==> src/hdl/rvc_quadrant1_expander_top_macros.svh <==
`ifndef RVC_QUADRANT1_EXPANDER_TOP_MACROS_SVH
`define RVC_QUADRANT1_EXPANDER_TOP_MACROS_SVH

// Same-cycle implication, checked while out of reset.
`define RVCQ1_ASSERT_NOW(lbl, ante, cons) \
  lbl: assert property (@(posedge clk_i) disable iff (!rst_ni) (ante) |-> (cons)) \
    else $error("rvcq1 check failed");

// Next-cycle implication, checked while out of reset.
`define RVCQ1_ASSERT_NEXT(lbl, ante, cons) \
  lbl: assert property (@(posedge clk_i) disable iff (!rst_ni) (ante) |=> (cons)) \
    else $error("rvcq1 check failed");

`endif

==> src/hdl/rvcq1_pkg.sv <==
package rvcq1_pkg;

  localparam int unsigned CinstW = 16;
  localparam int unsigned InstW  = 32;

  localparam logic [1:0] QUAD1 = 2'b01;

  localparam logic [2:0] F3_ADDI  = 3'd0;
  localparam logic [2:0] F3_JAL   = 3'd1;
  localparam logic [2:0] F3_LI    = 3'd2;
  localparam logic [2:0] F3_LUI   = 3'd3;
  localparam logic [2:0] F3_MISC  = 3'd4;

  localparam logic [1:0] MISC_SRLI = 2'd0;
  localparam logic [1:0] MISC_SRAI = 2'd1;
  localparam logic [1:0] MISC_ANDI = 2'd2;
  localparam logic [1:0] MISC_ARITH = 2'd3;

  localparam logic [1:0] ARITH_SUB = 2'd0;
  localparam logic [1:0] ARITH_XOR = 2'd1;
  localparam logic [1:0] ARITH_OR  = 2'd2;
  localparam logic [1:0] ARITH_AND = 2'd3;

  localparam logic [6:0] OPC_OP     = 7'b0110011;
  localparam logic [6:0] OPC_OP_IMM = 7'b0010011;
  localparam logic [6:0] OPC_LUI    = 7'b0110111;

  localparam logic [2:0] FN3_ADD  = 3'd0;
  localparam logic [2:0] FN3_XOR  = 3'd4;
  localparam logic [2:0] FN3_SR   = 3'd5;
  localparam logic [2:0] FN3_OR   = 3'd6;
  localparam logic [2:0] FN3_AND  = 3'd7;

  localparam logic [6:0] FN7_BASE = 7'h00;
  localparam logic [6:0] FN7_SUB  = 7'h20;

  localparam logic [4:0] REG_ZERO = 5'd0;
  localparam logic [4:0] REG_SP   = 5'd2;

  typedef struct packed {
    logic [InstW-1:0] expanded_instruction;
    logic             illegal;
  } res_t;

endpackage

==> src/hdl/rvcq1_in_if.sv <==
interface rvcq1_in_if import rvcq1_pkg::*; ();
  logic              valid;
  logic              ready;
  logic [CinstW-1:0] short_instruction;

  modport source (output valid, output short_instruction, input ready);
  modport sink (input valid, input short_instruction, output ready);
endinterface

==> src/hdl/rvcq1_out_if.sv <==
interface rvcq1_out_if import rvcq1_pkg::*; ();
  logic             valid;
  logic             ready;
  logic [InstW-1:0] expanded_instruction;
  logic             illegal;

  modport source (output valid, output expanded_instruction, output illegal, input ready);
  modport sink (input valid, input expanded_instruction, input illegal, output ready);
endinterface

==> src/hdl/rvc_quadrant1_expander_top.sv <==
// Channel | Dir | Carries
// in_i    | in  | short_instruction (16 b compressed quadrant-1 word)
// out_o   | out | expanded_instruction (32 b RV32I word), illegal
//
// One item per cycle sustained while out_o.ready is high.
// The input register and the result register each set one stage; decode sits between.
// Reset clears both stage valid flags; payload registers are not reset.
// A stalled result holds in the result register while one more item waits
// in the input register; in_i.ready drops only when both are full.
`include "rvc_quadrant1_expander_top_macros.svh"

module rvc_quadrant1_expander_top import rvcq1_pkg::*; (
  input logic          clk_i,
  input logic          rst_ni,
  rvcq1_in_if.sink     in_i,
  rvcq1_out_if.source  out_o
);

  logic              s1_valid;
  logic              s1_ready;
  logic [CinstW-1:0] s1_instr;
  res_t              dec_res;
  res_t              out_res;

  rvcq1_in_reg u_in_reg (
    .clk_i   (clk_i),
    .rst_ni  (rst_ni),
    .valid_i (in_i.valid),
    .ready_o (in_i.ready),
    .instr_i (in_i.short_instruction),
    .valid_o (s1_valid),
    .ready_i (s1_ready),
    .instr_o (s1_instr)
  );

  rvcq1_decode u_decode (
    .instr_i (s1_instr),
    .res_o   (dec_res)
  );

  rvcq1_out_reg u_out_reg (
    .clk_i   (clk_i),
    .rst_ni  (rst_ni),
    .valid_i (s1_valid),
    .ready_o (s1_ready),
    .res_i   (dec_res),
    .valid_o (out_o.valid),
    .ready_i (out_o.ready),
    .res_o   (out_res)
  );

  assign out_o.expanded_instruction = out_res.expanded_instruction;
  assign out_o.illegal              = out_res.illegal;

  `RVCQ1_ASSERT_NOW(a_illegal_zero, out_o.valid && out_o.illegal, out_o.expanded_instruction == '0)
  `RVCQ1_ASSERT_NOW(a_legal_opcode, out_o.valid && !out_o.illegal, out_o.expanded_instruction[1:0] == 2'b11)
  `RVCQ1_ASSERT_NEXT(a_accept_fills_s1, in_i.valid && in_i.ready, s1_valid)
  `RVCQ1_ASSERT_NEXT(a_s1_moves_out, s1_valid && s1_ready, out_o.valid)

endmodule

==> src/hdl/rvcq1_in_reg.sv <==
module rvcq1_in_reg import rvcq1_pkg::*; (
  input  logic              clk_i,
  input  logic              rst_ni,
  input  logic              valid_i,
  output logic              ready_o,
  input  logic [CinstW-1:0] instr_i,
  output logic              valid_o,
  input  logic              ready_i,
  output logic [CinstW-1:0] instr_o
);

  logic              valid_q, valid_d;
  logic [CinstW-1:0] instr_q;
  logic              load;

  assign ready_o = !valid_q || ready_i;
  assign load    = valid_i && ready_o;
  assign valid_d = load || (valid_q && !ready_i);

  always_ff @(posedge clk_i or negedge rst_ni) begin
    if (!rst_ni) begin
      valid_q <= 1'b0;
    end else begin
      valid_q <= valid_d;
    end
  end

  always_ff @(posedge clk_i) begin
    if (load) begin
      instr_q <= instr_i;
    end
  end

  assign valid_o = valid_q;
  assign instr_o = instr_q;

endmodule

==> src/hdl/rvcq1_decode.sv <==
module rvcq1_decode import rvcq1_pkg::*; (
  input  logic [CinstW-1:0] instr_i,
  output res_t              res_o
);

  logic [2:0]  f3;
  logic        b12;
  logic [4:0]  lo5;
  logic [4:0]  rd5;
  logic [4:0]  rdp;
  logic [4:0]  rs2p;
  logic [11:0] imm6;
  logic [11:0] imm16sp;
  logic [11:0] shimm;
  logic [19:0] upimm;
  logic [2:0]  afn3;
  logic [6:0]  afn7;
  logic [31:0] word;
  logic        bad;

  assign f3      = instr_i[15:13];
  assign b12     = instr_i[12];
  assign lo5     = instr_i[6:2];
  assign rd5     = instr_i[11:7];
  assign rdp     = {2'b01, instr_i[9:7]};
  assign rs2p    = {2'b01, instr_i[4:2]};
  assign imm6    = {{7{b12}}, lo5};
  assign imm16sp = {{3{b12}}, instr_i[4:3], instr_i[5], instr_i[2], instr_i[6], 4'b0000};
  assign shimm   = {1'b0, instr_i[10], 5'b00000, lo5};
  assign upimm   = {{15{b12}}, lo5};

  always_comb begin
    unique case (instr_i[6:5])
      ARITH_SUB: begin afn3 = FN3_ADD; afn7 = FN7_SUB;  end
      ARITH_XOR: begin afn3 = FN3_XOR; afn7 = FN7_BASE; end
      ARITH_OR:  begin afn3 = FN3_OR;  afn7 = FN7_BASE; end
      ARITH_AND: begin afn3 = FN3_AND; afn7 = FN7_BASE; end
      default:   begin afn3 = FN3_AND; afn7 = FN7_BASE; end
    endcase
  end

  always_comb begin
    word = '0;
    bad  = 1'b0;
    if (instr_i[1:0] != QUAD1) begin
      bad = 1'b1;
    end else begin
      unique case (f3)
        F3_ADDI: begin
          word = {imm6, rd5, FN3_ADD, rd5, OPC_OP_IMM};
        end
        F3_LI: begin
          word = {imm6, REG_ZERO, FN3_ADD, rd5, OPC_OP_IMM};
        end
        F3_LUI: begin
          if (lo5 == 5'd0 && !b12) begin
            bad = 1'b1;
          end else if (rd5 == REG_SP) begin
            word = {imm16sp, REG_SP, FN3_ADD, REG_SP, OPC_OP_IMM};
          end else begin
            word = {upimm, rd5, OPC_LUI};
          end
        end
        F3_MISC: begin
          unique case (instr_i[11:10])
            MISC_SRLI, MISC_SRAI: begin
              if (b12 || lo5 == 5'd0) begin
                bad = 1'b1;
              end else begin
                word = {shimm, rdp, FN3_SR, rdp, OPC_OP_IMM};
              end
            end
            MISC_ANDI: begin
              word = {imm6, rdp, FN3_AND, rdp, OPC_OP_IMM};
            end
            MISC_ARITH: begin
              if (b12) begin
                bad = 1'b1;
              end else begin
                word = {afn7, rs2p, rdp, afn3, rdp, OPC_OP};
              end
            end
            default: bad = 1'b1;
          endcase
        end
        default: bad = 1'b1;
      endcase
    end
  end

  assign res_o.expanded_instruction = bad ? '0 : word;
  assign res_o.illegal              = bad;

endmodule

==> src/hdl/rvcq1_out_reg.sv <==
module rvcq1_out_reg import rvcq1_pkg::*; (
  input  logic clk_i,
  input  logic rst_ni,
  input  logic valid_i,
  output logic ready_o,
  input  res_t res_i,
  output logic valid_o,
  input  logic ready_i,
  output res_t res_o
);

  logic valid_q, valid_d;
  res_t res_q;
  logic load;

  assign ready_o = !valid_q || ready_i;
  assign load    = valid_i && ready_o;
  assign valid_d = load || (valid_q && !ready_i);

  always_ff @(posedge clk_i or negedge rst_ni) begin
    if (!rst_ni) begin
      valid_q <= 1'b0;
    end else begin
      valid_q <= valid_d;
    end
  end

  always_ff @(posedge clk_i) begin
    if (load) begin
      res_q <= res_i;
    end
  end

  assign valid_o = valid_q;
  assign res_o   = res_q;

endmodule
==> src/flat_wrapper.sv <==
// flat-port wrapper written by rule: the top's interface ports become plain ports
module rvc_quadrant1_expander_top_flat import rvcq1_pkg::*;
  (clk_i, rst_ni, in_i_valid, in_i_short_instruction, in_i_ready, out_o_valid, out_o_expanded_instruction, out_o_illegal, out_o_ready);
  rvcq1_in_if in_i_i ();
  rvcq1_out_if out_o_i ();
  input logic clk_i;
  input logic rst_ni;
  input wire logic [$bits(in_i_i.valid)-1:0] in_i_valid;
  input wire logic [$bits(in_i_i.short_instruction)-1:0] in_i_short_instruction;
  output wire logic [$bits(in_i_i.ready)-1:0] in_i_ready;
  output wire logic [$bits(out_o_i.valid)-1:0] out_o_valid;
  output wire logic [$bits(out_o_i.expanded_instruction)-1:0] out_o_expanded_instruction;
  output wire logic [$bits(out_o_i.illegal)-1:0] out_o_illegal;
  input wire logic [$bits(out_o_i.ready)-1:0] out_o_ready;
  assign in_i_i.valid = in_i_valid;
  assign in_i_i.short_instruction = in_i_short_instruction;
  assign in_i_ready = in_i_i.ready;
  assign out_o_valid = out_o_i.valid;
  assign out_o_expanded_instruction = out_o_i.expanded_instruction;
  assign out_o_illegal = out_o_i.illegal;
  assign out_o_i.ready = out_o_ready;
  rvc_quadrant1_expander_top u_core (.clk_i(clk_i), .rst_ni(rst_ni), .in_i(in_i_i), .out_o(out_o_i));
endmodule
==> config.mk <==
export PLATFORM = sky130hd
export DESIGN_NAME = rvc_quadrant1_expander_top_flat
export DESIGN_NICKNAME = d
export VERILOG_FILES = /design/src/hdl/rvcq1_pkg.sv /design/src/hdl/rvcq1_in_if.sv /design/src/hdl/rvcq1_out_if.sv /design/src/hdl/rvc_quadrant1_expander_top.sv /design/src/hdl/rvcq1_in_reg.sv /design/src/hdl/rvcq1_decode.sv /design/src/hdl/rvcq1_out_reg.sv /design/src/flat_wrapper.sv
export VERILOG_INCLUDE_DIRS = /design/src /design/src/hdl
export SDC_FILE = /design/constraint.sdc
export NUM_CORES = 1
export LEC_CHECK = 0
export BUFFER_PORTS_ARGS = -buffer_cell sky130_fd_sc_hd__buf_4
export CAP_MARGIN = 15
export CORE_UTILIZATION = 35
export CTS_BUF_LIST = sky130_fd_sc_hd__clkbuf_16
export CTS_CLUSTER_DIAMETER = 120
export DETAILED_ROUTE_END_ITERATION = 10
export MAX_ROUTING_LAYER = met4
export PLACE_DENSITY = 0.52
export SETUP_SLACK_MARGIN = 0.4
export SLEW_MARGIN = 20
export SYNTH_ARGS = -nofsm -noshare
export SYNTH_HDL_FRONTEND = slang
export SYNTH_HIERARCHICAL = 1
export SYNTH_SLANG_ARGS = --single-unit
==> constraint.sdc <==
create_clock -name clk_i -period 1.9 [get_ports clk_i]
set_input_delay 0.19 -clock clk_i [delete_from_list [all_inputs] [get_ports clk_i]]
set_output_delay 0.19 -clock clk_i [all_outputs]
set_load 0.01 [all_outputs]
### Word-level counts from Yosys, hierarchy flattened

Cells that the tools add are included.

* bits in registers: 51
* input port bits: 20
* output and inout port bits: 35
* word-level logic and storage cells: 53

* equality and inequality tests: 11
* muxes and demuxes: 14
* reductions and logical operators: 23

Operators by type and width (count)
* $pmux 32 s4: 1
* $pmux 32 s3: 1
* $mux 32: 2
* $mux 31: 1
* $mux 29: 1
* $pmux 7 s2: 1
* $pmux 3 s4: 1
* $eq 2x2->1 const B: 4
* $eq 3x2->1 const B: 2
* $reduce_or 2->1: 3
* $eq 5x2->1 const B: 1
* $logic_and 1x1->1: 5
* $logic_not 1->1: 5
* $logic_not 5->1: 1
* $logic_or 1x1->1: 5
* $eq 2x1->1 const B: 2
* $logic_not 2->1: 2
* $mux 1: 4
* $eq 3x3->1 const B: 1
* $logic_not 3->1: 1
* $pmux 1 s3: 1
* $reduce_or 3->1: 1
* $ne 2x1->1 const B: 1
* $pmux 1 s2: 1

### Depth between registers and ports, before layout

Gate-level depths: netlist of run 1.

* depth after elaboration: 7
* depth in mapped cells: 7
* gate-level depth less buffers: 4

### Modules after synthesis

The synthesis of run 1 kept the hierarchy.

By module, submodules not included
* rvcq1_out_reg: instances 1, cells an instance 37, area an instance 1044.8 um2, sequential area each 1016.0 um2
* rvcq1_decode: instances 1, cells an instance 130, area an instance 988.4 um2, sequential area each 0.0 um2
* rvcq1_in_reg: instances 1, cells an instance 20, area an instance 534.3 um2, sequential area each 505.5 um2

### Worst setup path before layout of run 1

OpenSTA, ideal clock, no wires.

* path kind: reg2reg
* from: register u_core.u_in_reg.instr_q[2] (netlist: u_core/u_in_reg/instr_o[2])
* to: register u_core.u_out_reg.res_q (netlist bit u_core/u_out_reg/res_o[2]), data pin
* setup time: 251 ps
* data arrival time: 1540 ps
* data required time: 1649 ps
* path slack: 109 ps
* cell stages (with the launch flop): 7
* path buffers: 2
* clock period less this slack: 1791 ps
* cell sequence: edfxtp_1 > nor4_4 > nand3_1 > nand2_2 > buf_6 > nor2_1 > buf_4

* word-level cells in the longest chain between the ends: 7
* elaborated cells between the ends (all ways): 13
* those cells by class: mux: 9; reduce/logical: 4

RTL lines
* from (decl): RTL line rvcq1_in_reg.sv:13 `logic [CinstW-1:0] instr_q;`
* from (signal assigned): RTL line rvcq1_in_reg.sv:30 `instr_q <= instr_i;`
* $logic_not 5->1 (*): RTL line rvcq1_decode.sv:56, rvcq1_decode.sv:67
* $logic_or 1x1->1: RTL line rvcq1_decode.sv:67 `if (b12 || lo5 == 5'd0) begin`
* $mux 1: RTL line rvcq1_decode.sv:67
* $pmux 1 s2: RTL line rvcq1_decode.sv:65 `unique case (instr_i[11:10])`
* $pmux 1 s3: RTL line rvcq1_decode.sv:48 `unique case (f3)`
* $mux 1: RTL line rvcq1_decode.sv:45 `if (instr_i[1:0] != QUAD1) begin`
* $reduce_or 2->1 (no line)
* to (signal assigned): RTL line rvcq1_out_reg.sv:30 `res_q <= res_i;`
* to (decl): RTL line rvcq1_out_reg.sv:13 `res_t res_q;`

Mark *: on every way between the ends. The rest lies on a longest branch, timed or not.
A chain may end at the register's enable or synchronous reset.

### Worst setup path after layout of run 1

* from: register u_core.u_in_reg.instr_q[14] (netlist: u_core/u_in_reg/instr_o[14])
* to: register u_core.u_out_reg.res_q (netlist bit u_core/u_out_reg/res_o[13]), data pin

* word-level cells in the longest chain between the ends: 5
* elaborated cells between the ends (all ways): 9
* those cells by class: eq/ne: 3; mux: 3; reduce/logical: 3

RTL lines (RTL line)
* $eq 3x2->1 / $logic_not 3->1 (equally long branches): rvcq1_decode.sv:48
* $reduce_or 2->1 (no line)
* $pmux 1 s3: rvcq1_decode.sv:48
* $mux 1: rvcq1_decode.sv:45
* $reduce_or 2->1 (no line)

Several ways; a longest one is shown, not always the timed one.

==> qor.yml, run 1 <==
vias: 1874
clkSlewWorstSetupHoldPaths_ps: 60
ys_ff_latch: 51
initial_utilization_pct: 37.0
grt_pass1_wl_mm: 9.47
min_path_cells: 1
setup_violations: 0
p_int_w: 0.00202
timing.rr.start: "u_core/u_in_reg/instr_o[14]$_DFFE_PP_"
multi_input_area_sq_mm: 0.00105
synthFlopType: "edfxtp_1"
swShare_pct: 24.3
finClkSkew_ps: 3.95
cts_root_buffer: "clkbuf_16"
crit_family: "compound AO/OA/AOI/OAI gates"
drt_wl_total_mm: 6.23
seq_area_sq_mm: 0.00152
crit_top_cell: "a21oi_1"
syn-cell-area_sq_mm: 0.00257
fmax_mhz: 579
synth_edf_count: 49
wire_per_inst_microns: 16.9
crit-reg2reg-capture: "u_core/u_out_reg/res_o[13]$_DFFE_PP_"
synthToLayoutAreaGrowth_pct: 42.6
slew_violations: 0
drive_gt1_share_pct: 56.8
grt-ovfl-total: 0
detailed_place_hpwl_mm: 4.02
worstPathArrival_ps: 1840
outcome: "finished clean"
power.leakage_nw: 1.41
crit_buf_inv: 1
ys_warn_count: 6
n_antenna_cell: 0
numPortBuffers: 54
cts.path.max_buffers: 2
synth_top_area_cell: "edfxtp_1"
nets: 293
clk_latency_ps: 290
pre_cts_ws_ps: 48.5
antenna_found_initial: 0
finalCritPeriodShare_pct: 90.9
final.min_clock_period_ps: 1730
yosysTopAreaCellShare_pct: 57.3
syn_inst: 187
core-area_sq_mm: 0.00694
ys_seq_area_share_pct: 59.3
ys_async_sr_fraction_pct: 3.92
cts.sinks: 51
required_ps: 2020
synth_cell_types: 51
cts_buffers: 5
syn_area_per_cell_sq_um: 13.7
holdCritStartpoint: "in_i_short_instruction[1]"
cap_viol_max_count: 0
seq_power_share_pct: 51.0
die_height_microns: 87.7
die_w_microns: 87.7
drc_errors: 0
critPathCaptureType: "flip-flop"
start_kind: "flip-flop"
reg2regPathDepth: 5
p_per_area_mw_per_mm2: 730
rsz0062_at_grt: "yes"
worst-path-max-fanout: 8
hold_violations: 0
power.switching_w: 0.000651
ioPinCount: 55
row_count: 30
ant_nets: 0
setup_slack_ps: 173
ys_top_cells_by_area: "edfxtp_1, a211oi_2, a21oi_1, buf_4, buf_6"
hold_class: "input port to flip-flop"
track_usage_pct: 16.9
pwr-share-comb_pct: 17.4
fillers: 609
irDropWorstVdd_v: 0.000342
regToRegSetupSlack_ps: 170
fin_setup_tns_ps: 0
cpMaxStageDelayCell: "edfxtp_1"
crit_path_cell_trace: "buf_6 -> nand4bb_2 -> a21oi_1 -> a21oi_1 -> a211oi_2"
dr.pass1.iters: 4
grt_max_degree: 34
clockPowerShare_pct: 31.6
cts_tree: "yes"
design.die.area_sq_mm: 0.00768
min_to: "u_core/u_in_reg/instr_o[1]$_DFFE_PP_"
gp_congestion: 0.860
worst_path_largest_cell_delay_ps: 510
via_per_inst: 5.08
drtIter0Drc: 110
grt_pass1_vias: 1865
critPathKind: "flip-flop to flip-flop"
htreeDepth: 2
## layout make-up
| cell class | instances | share of cell area, % |
|---|---|---|
| multi-input combinational | 116 | 28.8 |
| sequential | 51 | 41.6 |
| clock inverter | 2 | 0.239 |
| clock buffer | 5 | 3.42 |
| tap | 96 | 3.28 |
| inverter | 4 | 0.410 |
| timing repair buffer | 95 | 22.3 |
## kinds of logic after synthesis
logic type      after synthesis  share of synthesized area, %
other cells                   1                         0.146
compound gates               52                          17.2
flops                        51                          59.3
simple gates                 61                          17.4
buf+inv                      22                          6.04
## power groups by stage
| stage | Clock [W] | Sequential, W | Combinational, W |
|---|---|---|---|
| after global routing | 0.000904 | 0.00137 | 0.000498 |
| after floorplan | 0 | 0.00141 | 0.000192 |
| after global placement | 0 | 0.00139 | 0.000380 |
| after detailed placement | 0 | 0.00139 | 0.000381 |
| after CTS | 0.000860 | 0.00137 | 0.000427 |
| final | 0.000846 | 0.00136 | 0.000465 |
## worst max path at each step
stage,startpoint,end,slack (ps),cells past startpoint
2_1_floorplan,u_core/u_in_reg/instr_o[2]$_DFFE_PP_,u_core/u_out_reg/res_o[2]$_DFFE_PP_,130,6
3_3_place_gp,u_core/u_in_reg/instr_o[2]$_DFFE_PP_,u_core/u_out_reg/res_o[24]$_DFFE_PP_,100,5
3_5_place_dp,u_core/u_in_reg/instr_o[2]$_DFFE_PP_,u_core/u_out_reg/res_o[13]$_DFFE_PP_,50,5
4_1_cts,u_core/u_in_reg/instr_o[14]$_DFFE_PP_,u_core/u_out_reg/res_o[30]$_DFFE_PP_,200,4
5_1_grt,u_core/u_in_reg/instr_o[14]$_DFFE_PP_,u_core/u_out_reg/res_o[29]$_DFFE_PP_,100,6
6_report,u_core/u_in_reg/instr_o[14]$_DFFE_PP_,u_core/u_out_reg/res_o[13]$_DFFE_PP_,170,5
## metal layers
| layer | share of wire [%] | vias up | track usage [%] |
|---|---|---|---|
| li1 | - | 885 | - |
| met1 | 42 | 910 | 21.0 |
| met2 | 52 | 65 | 28.3 |
| met3 | 4.1 | 14 | 2.92 |
| met4 | 1.7 | 0 | 4.92 |
| met5 | 0 | - | - |
## registers in the layout, indices dropped and copies added (netlist names)
register / cells
u_core/u_out_reg/valid_o: 1
u_core/u_in_reg/instr_o: 16
u_core/u_in_reg/valid_o: 1
u_core/u_out_reg/res_o: 33
## cells in the mapped netlist, drive strengths merged, types with 3 or more instances
| library cell | number |
|---|---|
| edfxtp | 49 |
| buf | 17 |
| a211oi | 16 |
| a21oi | 13 |
| nor2 | 9 |
| nand2 | 8 |
| nand2b | 8 |
| nor3 | 8 |
| o21ai | 7 |
| nor3b | 6 |
| a31oi | 4 |
| inv | 4 |
| nand3 | 4 |
| and2 | 3 |
## stage by stage
stage / utilization [%] / hold slack [ps] / cells / cell area (sq um) / power, W
6_report: 52.7 / 74.9 / 369 / 3660 / 0.00267
5_1_grt: 52.7 / 71.0 / 369 / 3660 / 0.00277
3_3_place_gp: 45.2 / -23.4 / 339 / 3140 / 0.00177
2_1_floorplan: - / -106 / 188 / 2580 / 0.00160
3_5_place_dp: 45.2 / -25.1 / 339 / 3140 / 0.00177
4_1_cts: 50.3 / 72.1 / 359 / 3490 / 0.00266
## layout by cell type, fill, tap and decap left out, types with 2 or more instances in the layout
cell and instances:
conb_1 2, buf_4 81, nor3_1 4, buf_6 9, nand2b_4 2, clkbuf_16 6
inv_1 4, edfxtp_1 49, nor3b_2 5, nand2_1 6, and2_4 2, buf_12 2
nor2_1 6, nand2_4 2, a21oi_2 4, a211oi_2 15, dfrtp_1 2, a21oi_1 8
nor3_2 3, o21ai_0 5, nand3_1 3, nand2b_1 5, a31oi_1 4
## what timing repair did
item | CTS | global route
hold buffers | 1 | 0
hold endpoints to repair | 2 | 0
pin swaps | 10 | 5
cloned | 1 | 3
setup buffers | 11 | 7
gates resized for setup | 23 | 17
setup endpoints to repair | 31 | 31
Power figures use the tool's default switching activity.
==> run 2: changes to the inputs <==
--- a/config.mk
+++ b/config.mk
@@ -8,6 +8,7 @@
 export LEC_CHECK = 0
 export BUFFER_PORTS_ARGS = -buffer_cell sky130_fd_sc_hd__buf_4
 export CAP_MARGIN = 15
+export CORE_ASPECT_RATIO = 0.5
 export CORE_UTILIZATION = 35
 export CTS_BUF_LIST = sky130_fd_sc_hd__clkbuf_16
 export CTS_CLUSTER_DIAMETER = 120
==> qor.yml, run 2 (same netlist as run 1, synthesis figures left out) <==
crit_family: "flip-flops"
outcome: "finished clean"
die_height_microns: 62.6  # -29%
cts.sinks: 51  # unchanged
crit_buf_inv: 2  # +1
multi_input_area_sq_mm: 0.00110  # +4.9%
detailed_place_hpwl_mm: 4.25  # +5.6%
placed_area_sq_mm: 0.00317  # +1.0%
final_cell_mix: "buf_4, edfxtp_1, a211oi_2"
cts_root_buffer: "clkbuf_16"
start_kind: "flip-flop"
synthToLayoutAreaGrowth_pct: 45.4
via_per_inst: 5.00  # -1.5%
cts_tree: "yes"
power.leakage_nw: 1.42  # +0.63%
worst-path-max-fanout: 7  # -1
final_common_cell: "buf_4"
grt-ovfl-total: 0  # unchanged
use_met3_pct: 4.74  # +1.8 points
drc_errors: 0  # unchanged
die_w_microns: 123  # +40%
crit_path_cell_trace: "buf_6 -> nor4b_4 -> buf_4 -> o21a_4 -> a31oi_1 -> a211oi_2"
wire_per_inst_microns: 16.4  # -2.8%
final_area_sq_mm: 0.00373  # +2.0%
fin_setup_tns_ps: 0  # unchanged
grt_pass1_wl_mm: 9.47  # about the same
gr-max-usage-layer: "met1"
relSlewSlack_pct: 62.7
gp_congestion: 0.859  # about the same
seq_area_sq_mm: 0.00152  # unchanged
grt_max_degree: 34  # unchanged
drive_gt1_share_pct: 57.8  # +1.0 points
cts.path.max_buffers: 2  # unchanged
clk_latency_ps: 290  # about the same
antenna_found_initial: 0  # unchanged
hold_violations: 0  # unchanged
cap_viol_max_count: 0  # unchanged
finalCritPeriodShare_pct: 92.8  # +1.9 points
timing.rr.start: "u_core/u_in_reg/instr_o[11]$_DFFE_PP_"
largest_register_ffs: 33  # unchanged
setup_violations: 0  # unchanged
initial_utilization_pct: 37.3  # +0.32 points
drtIter0Drc: 109  # -0.91%
final.min_clock_period_ps: 1760  # +35.7 ps
core-area_sq_mm: 0.00688  # -0.86%
htreeDepth: 2  # unchanged
cp-startpoint: "u_core/u_in_reg/instr_o[11]$_DFFE_PP_"
track_usage_pct: 17.2  # +0.31 points
crit-reg2reg-capture: "u_core/u_out_reg/res_o[26]$_DFFE_PP_"
drt_wl_total_mm: 6.02  # -3.3%
numPortBuffers: 54  # unchanged
nets: 294  # +0.34%
n_antenna_cell: 0  # unchanged
p_per_area_mw_per_mm2: 721  # -1.2%
critPathCaptureType: "flip-flop"
min_to: "u_core/u_in_reg/instr_o[11]$_DFFE_PP_"
use_met2_pct: 22.3  # -6.1 points
hold_class: "input port to flip-flop"
cpMaxStageDelayCell: "edfxtp_1"
reg2regPathDepth: 6  # +1
met1_usage_pct: 25.4  # +4.4 points
dr.pass1.iters: 4  # unchanged
min_path_cells: 1  # unchanged
fmax_mhz: 567  # -2.0%
regToRegSetupSlack_ps: 140  # -40 ps
critPathKind: "flip-flop to flip-flop"
rsz0062_at_grt: "yes"
grt_pass1_vias: 1804  # -3.3%
vias: 1835  # -2.1%
utilization_pct: 54.2  # +1.5 points
holdCritStartpoint: "in_i_short_instruction[11]"
design.die.area_sq_mm: 0.00770  # +0.26%
irDropWorstVdd_v: 0.000343  # +0.30%
fillers: 618  # +1.5%
ioPinCount: 55  # unchanged
worstMarginPinSlew_ps: 557
clkSlewWorstSetupHoldPaths_ps: 60  # about the same
finClkSkew_ps: 4.71  # +0.768 ps
row_count: 21  # -30%
worstPathArrival_ps: 1800  # -40 ps
ant_nets: 0  # unchanged
worst_path_largest_cell_delay_ps: 530  # +20 ps
cts_buffers: 5  # unchanged
required_ps: 1940  # -80 ps
slew_violations: 0  # unchanged
run 2: cell types whose count changed in the layout (fill, tap and decap cells not counted), sizes merged:
cell      change
clkbuf        -1
nand2         -1
bufbuf        -1
buf           +4
clkinvlp      +1
run 2: what timing repair did:
| item | 4_1_cts | 5_1_grt |
|---|---|---|
| cloned | 1 | 0 |
| hold buffers | 1 | 0 |
| endpoints found under the setup margin | 31 | 31 |
| pin swaps | 15 | 8 |
| resized for setup | 39 | 17 |
| buffers inserted | 16 | 1 |
| endpoints found under the hold margin | 2 | 0 |
run 2: worst reg2reg max path, stage by stage, from the launching register on:
cell and delay [ps]:
edfxtp_1 530, buf_6 190, nor4b_4 120, buf_4 150, o21a_4 240, a31oi_1 190
a211oi_2 100
run 2: cell type report:
| type | instances | share of cell area (%) |
|---|---|---|
| Clock buffer | 5 | 3.35 |
| Clock inverter | 3 | 0.402 |
| Inverter | 4 | 0.402 |
| Multi-Input combinational cell | 115 | 29.6 |
| Sequential cell | 51 | 40.8 |
| Tap cell | 92 | 3.08 |
| Timing Repair Buffer | 97 | 22.4 |
run 2: worst max-delay path by stage:
stage,to,slack (ps),depth (start not counted)
after global placement,u_core/u_out_reg/res_o[13]$_DFFE_PP_,50,6
final,u_core/u_out_reg/res_o[26]$_DFFE_PP_,140,6
after CTS,u_core/u_out_reg/res_o[29]$_DFFE_PP_,140,6
after floorplan,u_core/u_out_reg/res_o[2]$_DFFE_PP_,130,6
after global routing,u_core/u_out_reg/res_o[26]$_DFFE_PP_,60,5
after detailed placement,u_core/u_out_reg/res_o[29]$_DFFE_PP_,80,5
run 2: through the flow:
| step | instances | total power [W] | hold slack, ps | setup slack [ps] |
|---|---|---|---|---|
| after floorplan | 188 | 0.00160 | -106 | 128 |
| after global placement | 340 | 0.00177 | -27.1 | 47.8 |
| after detailed placement | 340 | 0.00178 | -25.0 | 83.7 |
| after CTS | 366 | 0.00271 | 65.2 | 141 |
| after global routing | 367 | 0.00281 | 62.4 | 61.8 |
| final | 367 | 0.00269 | 69.6 | 137 |
run 2: per-layer routing:
layer / routed length, microns / up-vias
li1: - / 886
met1: 2990 / 879
met2: 2490 / 65
met3: 484 / 5
met4: 57 / 0
met5: 0 / -
run 2: power by group:
group / switching, W / internal [W] / total (W)
clock network: 0.000375 / 0.000479 / 0.000853
registers: 0.0000425 / 0.00132 / 0.00136
logic: 0.000241 / 0.000234 / 0.000475
total: 0.000658 / 0.00204 / 0.00269
